`src/hw/rtl/acsc_pkg.sv`:
```
// Package for the ASCII clock / stopwatch counter.
// Holds character constants, request and mode codes, and the digit step helper.
// No dependencies.
`default_nettype none

package acsc_pkg;

    localparam int unsigned CHAR_W     = 8;
    localparam int unsigned NUM_CHARS  = 8;
    localparam int unsigned IDX_W      = 3;
    localparam int unsigned BUF_W      = CHAR_W * NUM_CHARS;

    localparam logic [CHAR_W-1:0] CH_ZERO  = 8'h30;
    localparam logic [CHAR_W-1:0] CH_ONE   = 8'h31;
    localparam logic [CHAR_W-1:0] CH_TWO   = 8'h32;
    localparam logic [CHAR_W-1:0] CH_THREE = 8'h33;
    localparam logic [CHAR_W-1:0] CH_FIVE  = 8'h35;
    localparam logic [CHAR_W-1:0] CH_NINE  = 8'h39;

    typedef enum logic [1:0]
    {
        REQ_SEC_TICK   = 2'd0,
        REQ_FAST_TICK  = 2'd1,
        REQ_LOAD_CLOCK = 2'd2,
        REQ_LOAD_SW    = 2'd3
    } req_type_t;

    typedef enum logic [1:0]
    {
        MODE_IDLE    = 2'd0,
        MODE_TOD     = 2'd1,
        MODE_SW_MS   = 2'd2,
        MODE_SW_LONG = 2'd3
    } count_mode_t;

    typedef logic [CHAR_W-1:0] char_t;

    typedef struct packed
    {
        logic  carry;
        char_t value;
    } bump_t;

    // One digit step: below the limit it counts up, otherwise back to '0' with carry.
    function automatic bump_t digit_bump(input char_t d, input char_t limit);
        bump_t r;
        if (d < limit)
        begin
            r.value = d + 8'd1;
            r.carry = 1'b0;
        end
        else
        begin
            r.value = CH_ZERO;
            r.carry = 1'b1;
        end
        return r;
    endfunction

endpackage

`default_nettype wire

```
`src/hw/rtl/acsc_if.sv`:
```
// Handshake channel interfaces for the ASCII clock / stopwatch counter.
// Request, result and mode-write channels; each carries valid, ready and payload.
// Depends on acsc_pkg.
`default_nettype none

interface acsc_req_if
    import acsc_pkg::*;
();
    logic                 valid;
    logic                 ready;
    logic [1:0]           req_type;
    logic [IDX_W-1:0]     digit_index;
    logic [CHAR_W-1:0]    digit_value;

    modport source (output valid, output req_type, output digit_index, output digit_value,
                    input ready);
    modport sink   (input valid, input req_type, input digit_index, input digit_value,
                    output ready);
endinterface

interface acsc_rsp_if
    import acsc_pkg::*;
();
    logic                 valid;
    logic                 ready;
    logic [BUF_W-1:0]     clock_chars;
    logic [BUF_W-1:0]     stopwatch_chars;

    modport source (output valid, output clock_chars, output stopwatch_chars, input ready);
    modport sink   (input valid, input clock_chars, input stopwatch_chars, output ready);
endinterface

interface acsc_cfg_if;
    logic       valid;
    logic       ready;
    logic [1:0] count_mode;

    modport source (output valid, output count_mode, input ready);
    modport sink   (input valid, input count_mode, output ready);
endinterface

`default_nettype wire

```
`src/hw/rtl/ascii_clock_stopwatch_counter.sv`:
```
// ASCII clock / stopwatch counter, top level. Depends on acsc_pkg and acsc_if.sv.
// A request passes through the request register, then the result register, before its result
// can transfer; result valid rises as it enters the result register, unless a stall holds it.
// Throughput: 1 request per cycle without result stalls; the carry cascade is combinational.
// The result register is the pair of character buffers itself.
// Reset (rst_n low, async): both buffers to all '0', timer mode idle, pipeline empty.
`default_nettype none

module ascii_clock_stopwatch_counter
    import acsc_pkg::*;
(
    input  wire          clk,
    input  wire          rst_n,
    acsc_req_if.sink     req,
    acsc_rsp_if.source   rsp,
    acsc_cfg_if.sink     cfg
);

    // ------------------------------------------------------------------
    // Mode register. The user must write it only while idle; the block does not enforce it. Always ready.
    // ------------------------------------------------------------------
    count_mode_t mode_reg;

    assign cfg.ready = 1'b1;

    always_ff @(posedge clk or negedge rst_n)
    begin
        if (!rst_n)
        begin
            mode_reg <= MODE_IDLE;
        end
        else if (cfg.valid && cfg.ready)
        begin
            mode_reg <= count_mode_t'(cfg.count_mode);
        end
    end

    // ------------------------------------------------------------------
    // Request register (stage 1).
    // ------------------------------------------------------------------
    logic              in_vld_reg;
    req_type_t         in_type_reg;
    logic [IDX_W-1:0]  in_idx_reg;
    char_t             in_val_reg;

    logic              out_vld_reg;
    logic              out_free;    // result slot can take a new item this cycle
    logic              adv;         // stage 1 item moves into the result register
    logic              in_take;     // request transfer this cycle

    assign out_free = !out_vld_reg || rsp.ready;
    assign adv      = in_vld_reg && out_free;
    assign req.ready = !in_vld_reg || out_free;
    assign in_take  = req.valid && req.ready;

    always_ff @(posedge clk or negedge rst_n)
    begin
        if (!rst_n)
        begin
            in_vld_reg <= 1'b0;
        end
        else if (req.ready)
        begin
            in_vld_reg <= req.valid;
        end
    end

    always_ff @(posedge clk)
    begin
        if (in_take)
        begin
            in_type_reg <= req_type_t'(req.req_type);
            in_idx_reg  <= req.digit_index;
            in_val_reg  <= req.digit_value;
        end
    end

    // ------------------------------------------------------------------
    // Character buffers (stage 2 / result). They only change when an item
    // enters the result slot, so they hold the last result while it waits.
    // ------------------------------------------------------------------
    char_t clock_reg [NUM_CHARS];
    char_t sw_reg    [NUM_CHARS];
    char_t clock_next [NUM_CHARS];
    char_t sw_next    [NUM_CHARS];

    always_comb
    begin
        bump_t s;
        clock_next = clock_reg;
        sw_next    = sw_reg;
        s          = '0;
        case (in_type_reg)
            REQ_SEC_TICK:
            begin
                case (mode_reg)
                    MODE_TOD:
                    begin
                        // ss at 1:0, mm at 4:3, hh at 7:6; separators 2 and 5 untouched
                        s = digit_bump(clock_reg[0], CH_NINE);
                        clock_next[0] = s.value;
                        if (s.carry)
                        begin
                            s = digit_bump(clock_reg[1], CH_FIVE);
                            clock_next[1] = s.value;
                            if (s.carry)
                            begin
                                s = digit_bump(clock_reg[3], CH_NINE);
                                clock_next[3] = s.value;
                                if (s.carry)
                                begin
                                    s = digit_bump(clock_reg[4], CH_FIVE);
                                    clock_next[4] = s.value;
                                    if (s.carry)
                                    begin
                                        // hours: tens digit picks the units limit
                                        if (clock_reg[7] == CH_ZERO || clock_reg[7] == CH_ONE)
                                        begin
                                            s = digit_bump(clock_reg[6], CH_NINE);
                                            clock_next[6] = s.value;
                                            if (s.carry)
                                            begin
                                                clock_next[7] = clock_reg[7] + 8'd1;
                                            end
                                        end
                                        else if (clock_reg[7] == CH_TWO)
                                        begin
                                            // 23 -> 00 wrap
                                            s = digit_bump(clock_reg[6], CH_THREE);
                                            clock_next[6] = s.value;
                                            if (s.carry)
                                            begin
                                                clock_next[7] = CH_ZERO;
                                            end
                                        end
                                        // any other tens byte: hours frozen
                                    end
                                end
                            end
                        end
                    end
                    MODE_SW_MS:
                    begin
                        s = digit_bump(sw_reg[3], CH_NINE);
                        sw_next[3] = s.value;
                        if (s.carry)
                        begin
                            s = digit_bump(sw_reg[4], CH_FIVE);
                            sw_next[4] = s.value;
                            if (s.carry)
                            begin
                                s = digit_bump(sw_reg[6], CH_NINE);
                                sw_next[6] = s.value;
                                if (s.carry)
                                begin
                                    s = digit_bump(sw_reg[7], CH_FIVE);
                                    sw_next[7] = s.value;
                                end
                            end
                        end
                    end
                    MODE_SW_LONG:
                    begin
                        s = digit_bump(sw_reg[2], CH_NINE);
                        sw_next[2] = s.value;
                        if (s.carry)
                        begin
                            s = digit_bump(sw_reg[3], CH_FIVE);
                            sw_next[3] = s.value;
                            if (s.carry)
                            begin
                                s = digit_bump(sw_reg[5], CH_NINE);
                                sw_next[5] = s.value;
                                if (s.carry)
                                begin
                                    s = digit_bump(sw_reg[6], CH_FIVE);
                                    sw_next[6] = s.value;
                                    if (s.carry)
                                    begin
                                        s = digit_bump(sw_reg[7], CH_NINE);
                                        sw_next[7] = s.value;
                                    end
                                end
                            end
                        end
                    end
                    default:
                    begin
                        // idle: no change
                    end
                endcase
            end
            REQ_FAST_TICK:
            begin
                case (mode_reg)
                    MODE_SW_LONG:
                    begin
                        s = digit_bump(sw_reg[0], CH_NINE);
                        sw_next[0] = s.value;
                    end
                    MODE_SW_MS:
                    begin
                        // hundredths: two digits with carry
                        s = digit_bump(sw_reg[0], CH_NINE);
                        sw_next[0] = s.value;
                        if (s.carry)
                        begin
                            s = digit_bump(sw_reg[1], CH_NINE);
                            sw_next[1] = s.value;
                        end
                    end
                    default:
                    begin
                        // idle or time of day: no change
                    end
                endcase
            end
            REQ_LOAD_CLOCK:
            begin
                clock_next[in_idx_reg] = in_val_reg;
            end
            REQ_LOAD_SW:
            begin
                sw_next[in_idx_reg] = in_val_reg;
            end
            default:
            begin
            end
        endcase
    end

    always_ff @(posedge clk or negedge rst_n)
    begin
        if (!rst_n)
        begin
            out_vld_reg <= 1'b0;
            for (int i = 0; i < NUM_CHARS; i++)
            begin
                clock_reg[i] <= CH_ZERO;
                sw_reg[i]    <= CH_ZERO;
            end
        end
        else
        begin
            if (out_free)
            begin
                out_vld_reg <= in_vld_reg;
            end
            if (adv)
            begin
                clock_reg <= clock_next;
                sw_reg    <= sw_next;
            end
        end
    end

    // Pack, position 0 in the low byte.
    always_comb
    begin
        for (int i = 0; i < NUM_CHARS; i++)
        begin
            rsp.clock_chars[i*CHAR_W +: CHAR_W]     = clock_reg[i];
            rsp.stopwatch_chars[i*CHAR_W +: CHAR_W] = sw_reg[i];
        end
    end

    assign rsp.valid = out_vld_reg;

    // ------------------------------------------------------------------
    // Assertions
    // ------------------------------------------------------------------

    // Buffers change only when an item enters the result slot.
    a_hold_when_idle: assert property (@(posedge clk) disable iff (!rst_n)
        !adv |=> ($stable(rsp.clock_chars) && $stable(rsp.stopwatch_chars)))
        else $error("buffers changed without a transfer into the result slot");

    // Ticks never touch clock separator positions.
    a_sep_untouched: assert property (@(posedge clk) disable iff (!rst_n)
        (adv && (in_type_reg == REQ_SEC_TICK || in_type_reg == REQ_FAST_TICK))
        |=> ($stable(clock_reg[2]) && $stable(clock_reg[5])))
        else $error("tick modified a clock separator");

    // Request side stalls only with a full stage 1 behind a stalled result.
    a_stall_cause: assert property (@(posedge clk) disable iff (!rst_n)
        !req.ready |-> (in_vld_reg && out_vld_reg && !rsp.ready))
        else $error("request side stalled without backpressure");

endmodule

`default_nettype wire

```
`src/flat_wrapper.sv`:
```
// flat-port wrapper written by rule: the top's interface ports become plain ports
module ascii_clock_stopwatch_counter_flat import acsc_pkg::*;
  (clk, rst_n, req_valid, req_req_type, req_digit_index, req_digit_value, req_ready, rsp_valid, rsp_clock_chars, rsp_stopwatch_chars, rsp_ready, cfg_valid, cfg_count_mode, cfg_ready);
  acsc_req_if req_i ();
  acsc_rsp_if rsp_i ();
  acsc_cfg_if cfg_i ();
  input  wire clk;
  input  wire rst_n;
  input wire logic [$bits(req_i.valid)-1:0] req_valid;
  input wire logic [$bits(req_i.req_type)-1:0] req_req_type;
  input wire logic [$bits(req_i.digit_index)-1:0] req_digit_index;
  input wire logic [$bits(req_i.digit_value)-1:0] req_digit_value;
  output wire logic [$bits(req_i.ready)-1:0] req_ready;
  output wire logic [$bits(rsp_i.valid)-1:0] rsp_valid;
  output wire logic [$bits(rsp_i.clock_chars)-1:0] rsp_clock_chars;
  output wire logic [$bits(rsp_i.stopwatch_chars)-1:0] rsp_stopwatch_chars;
  input wire logic [$bits(rsp_i.ready)-1:0] rsp_ready;
  input wire logic [$bits(cfg_i.valid)-1:0] cfg_valid;
  input wire logic [$bits(cfg_i.count_mode)-1:0] cfg_count_mode;
  output wire logic [$bits(cfg_i.ready)-1:0] cfg_ready;
  assign req_i.valid = req_valid;
  assign req_i.req_type = req_req_type;
  assign req_i.digit_index = req_digit_index;
  assign req_i.digit_value = req_digit_value;
  assign req_ready = req_i.ready;
  assign rsp_valid = rsp_i.valid;
  assign rsp_clock_chars = rsp_i.clock_chars;
  assign rsp_stopwatch_chars = rsp_i.stopwatch_chars;
  assign rsp_i.ready = rsp_ready;
  assign cfg_i.valid = cfg_valid;
  assign cfg_i.count_mode = cfg_count_mode;
  assign cfg_ready = cfg_i.ready;
  ascii_clock_stopwatch_counter u_core (.clk(clk), .rst_n(rst_n), .req(req_i), .rsp(rsp_i), .cfg(cfg_i));
endmodule
```
`config.mk`:
```
export PLATFORM = sky130hd
export DESIGN_NAME = ascii_clock_stopwatch_counter_flat
export DESIGN_NICKNAME = d
export VERILOG_FILES = /design/src/hw/rtl/acsc_pkg.sv /design/src/hw/rtl/acsc_if.sv /design/src/hw/rtl/ascii_clock_stopwatch_counter.sv /design/src/flat_wrapper.sv
export SDC_FILE = /design/constraint.sdc
export NUM_CORES = 1
export LEC_CHECK = 0
export ABC_AREA = 1
export BUFFER_PORTS_ARGS = -buffer_cell sky130_fd_sc_hd__buf_2
export CAP_MARGIN = 20
export CORE_ASPECT_RATIO = 1.4
export CORE_MARGIN = 10
export CORE_UTILIZATION = 57
export DETAILED_ROUTE_END_ITERATION = 10
export GPL_ROUTABILITY_DRIVEN = 0
export MAX_ROUTING_LAYER = met4
export PLACE_DENSITY = 0.87
export SKIP_CTS_REPAIR_TIMING = 1
export SLEW_MARGIN = 25
export SYNTH_ARGS = -nofsm -noshare
export SYNTH_HDL_FRONTEND = slang
export SYNTH_SLANG_ARGS = --single-unit
```
`constraint.sdc`:
```
create_clock -name clk -period 2.4 [get_ports clk]
set_input_delay 0.12 -clock clk [delete_from_list [all_inputs] [get_ports clk]]
set_output_delay 0.12 -clock clk [all_outputs]
set_load 0.01 [all_outputs]
```
==> flow_summary.toml <==
[global_routing]
grt_usage_pct = 25.7
top_usage_layer = "met2"
grt_pass1_wl_mm = 43.6
grtUsageMet3_pct = 5.28
antenna_found_initial = 0
grt_use_met2_pct = 41.7
grt_pass1_vias = 8644
grt_max_degree = 57
gr-usage-met1_pct = 29.0
grt_overflow = 0

[status]
status = "finished clean"

[sta]
post-route-min-period_ns = 2.18
hold_viol = 0
setup_viol = 0
max_slew_margin_pct = 56.7
tightest_slew_ns = 0.647
finalWorstSetupSlack_ns = 0.224
hold_ws_ns = 0.0254
slew_viol_final = 0
fmax_mhz = 460
skew_ns = 0.00822
tns_ns = 0
period_share_pct = 90.7
rsz0062_at_grt = "false"

[power]
p_sw_share_pct = 41.0
sequentialPowerShare_pct = 38.8
power_frac_comb_pct = 37.7
internal_power_w = 0.00666
pwr-share-clk_pct = 23.5
vdd_ir_drop_max_v = 0.000716
powerDensity_nw_per_um2 = 1050
p_switching_w = 0.00462
power_leakage_nw = 5.51

[cells_and_area]
finalNetCount = 1419
post-route-util_pct = 69.1
drive_gt1_share_pct = 21.8
final_cell_area_sq_um = 10700
n_antenna_cell = 0
layout_common_cells = "nand2_1 (362), buf_2 (148), inv_1 (126)"
syn_to_final_growth_pct = 19.1
layout_commonest_cell = "nand2_1"

[setup_path]
critPathMaxStageDelay_ns = 0.43
path_cells = "inv_1, ha_1, inv_1, nor2_1, nand3_1, nand2_1, nor2_1, nand2_1, nand2_1, o21ai_1"
crit_family = "simple AND/OR/NAND/NOR gates"
path_class = "register to register"
crit_fanout = 12
path_buf_inv = 2
critPathCaptureType = "register"
cp_data_arrival_time_ns = 2.53
path_common_cell = "nand2_1"
cp_data_required_time_ns = 2.75
start_kind = "register"
cp_slowest_cell = "edfxtp_1"

[floorplanning]
pin_count = 151
coreArea_sq_um = 15500
die_h_microns = 169
num_rows = 54
dieWidth_microns = 126
initial_core_util_pct = 58.0
dieArea_sq_um = 21300

[synthesis]
synth_cells = 1192
synth_seq_cells = 145
synth.distinct_cells = 51
postSynth.asyncResetShare_pct = 91.0
syn_area_per_cell_sq_um = 7.56
synth_edf_count = 13
ys_warn_count = 0
ys.flop_type = "dfrtp_1"
syn-num-nets = 1246
syn_area_sq_um = 9020
ys_seq_area_share_pct = 41.4

[placement]
place_area_sq_um = 9960
dp_hpwl_mm = 20.1
dpl_worst_slack_ns = 0.311
portBuffers = 149

[routing]
drc = 0
wl_mm = 28.0
ant_nets = 0
wl_per_cell_microns = 17.8
drt_first_pass_iters = 5
drt_iter0_drc = 888
route.vias.total = 9031
vias_per_cell = 5.74

[cts]
cts_buffer_depth = 2
cts_tree = "yes"
clock_sinks = 145
clkLatencyLatePin_ns = 0.43
path_clk_slew_ns = 0.06
h-tree-depth = 4
cts_root_buf = "clkbuf_16"
cts-buffers-inserted = 17

[job]
drv_cap = 0

[worst_hold_path]
hp-class = "input pin to register"
## final timing paths
| check | startpoint | slack (ns) | to | cells past startpoint |
|---|---|---|---|---|
| hold reg to reg | u_core.rsp.clock_chars[60] | 0.48 | u_core.rsp.clock_chars[60] | 2 |
| max in group asynchronous | rst_n | 1.47 | u_core.rsp.clock_chars[61] | 3 |
| min in group asynchronous | rst_n | 0.17 | u_core.rsp.stopwatch_chars[26] | 2 |
| hold / removal | rsp_ready | 0.03 | u_core.rsp.valid | 4 |
| setup / recovery | u_core.in_type_reg[1] | 0.22 | u_core.rsp.stopwatch_chars[53] | 10 |
| setup reg to reg | u_core.in_type_reg[1] | 0.22 | u_core.rsp.stopwatch_chars[53] | 10 |
## stage by stage
stage	instances	total power, W
final	1574	0.0113
after global routing	1574	0.0121
after CTS	1555	0.0112
after detailed placement	1523	0.00856
after global placement	1523	0.00842
after floorplan	1192	0.00696
## routing by layer
| layer | vias to the layer above | share of wire, % |
|---|---|---|
| met5 | - | 0 |
| met2 | 504 | 49 |
| met3 | 108 | 9.0 |
| met4 | 0 | 5.2 |
| li1 | 4210 | - |
| met1 | 4209 | 37 |
## logic make-up (layout without fill, tap and decap cells)
logic type / after synthesis / after routing / synth area share (%)
other cells: 1 / 1 / 0.0416
buf+inv: 170 / 356 / 8.05
xor+xnor: 31 / 31 / 3.01
simple gates: 640 / 640 / 30.7
fa+ha+maj: 34 / 34 / 4.72
compound gates: 164 / 164 / 11.2
mux: 7 / 7 / 0.874
flops: 145 / 145 / 41.4
## cells in the mapped netlist (3+ instances only)
library cell	number	area [sq um]
clkbuf_1	5	18.8
or2_2	4	25.0
o31ai_1	4	30.0
edfxtp_1	13	390
nand4_1	17	106
o21ai_0	69	345
o21ai_2	12	105
nor2_2	4	25.0
o21a_1	3	22.5
buf_4	6	45.0
dfrtp_1	100	2500
nand3_2	5	50.1
nand2_1	362	1360
nor3_1	13	65.1
nor2_4	5	56.3
a21oi_1	26	130
buf_2	12	60.1
mux2_2	7	78.8
o22ai_1	13	81.3
a31oi_1	9	56.3
nand2_2	9	56.3
nand3_1	113	566
nor2_1	102	383
xor2_1	19	166
o21ai_1	12	60.1
buf_6	6	67.6
inv_1	126	473
xnor2_1	12	105
ha_1	34	425
inv_2	10	37.5
dfstp_2	32	841
## cell type report
type	instances	area, sq um
Tap cell	196	245
Clock inverter	14	141
Sequential cell	145	3730
Fill cell	1217	4810
Inverter	139	527
Multi-Input combinational cell	877	4560
Clock buffer	18	439
Timing Repair Buffer	185	1090
## power by group through the flow
stage	Sequential (W)	Clock, W	Combinational, W
final	0.00438	0.00265	0.00425
after global routing	0.00450	0.00276	0.00480
after CTS	0.00434	0.00266	0.00424
after detailed placement	0.00437	0	0.00419
after global placement	0.00435	0	0.00407
after floorplan	0.00452	0	0.00244
## worst min-delay path: cells and delay by family
family        cells  cell delay [ns]
buf+inv           2             0.15
simple gates      2             0.14
(Power assumes the default switching activity.)
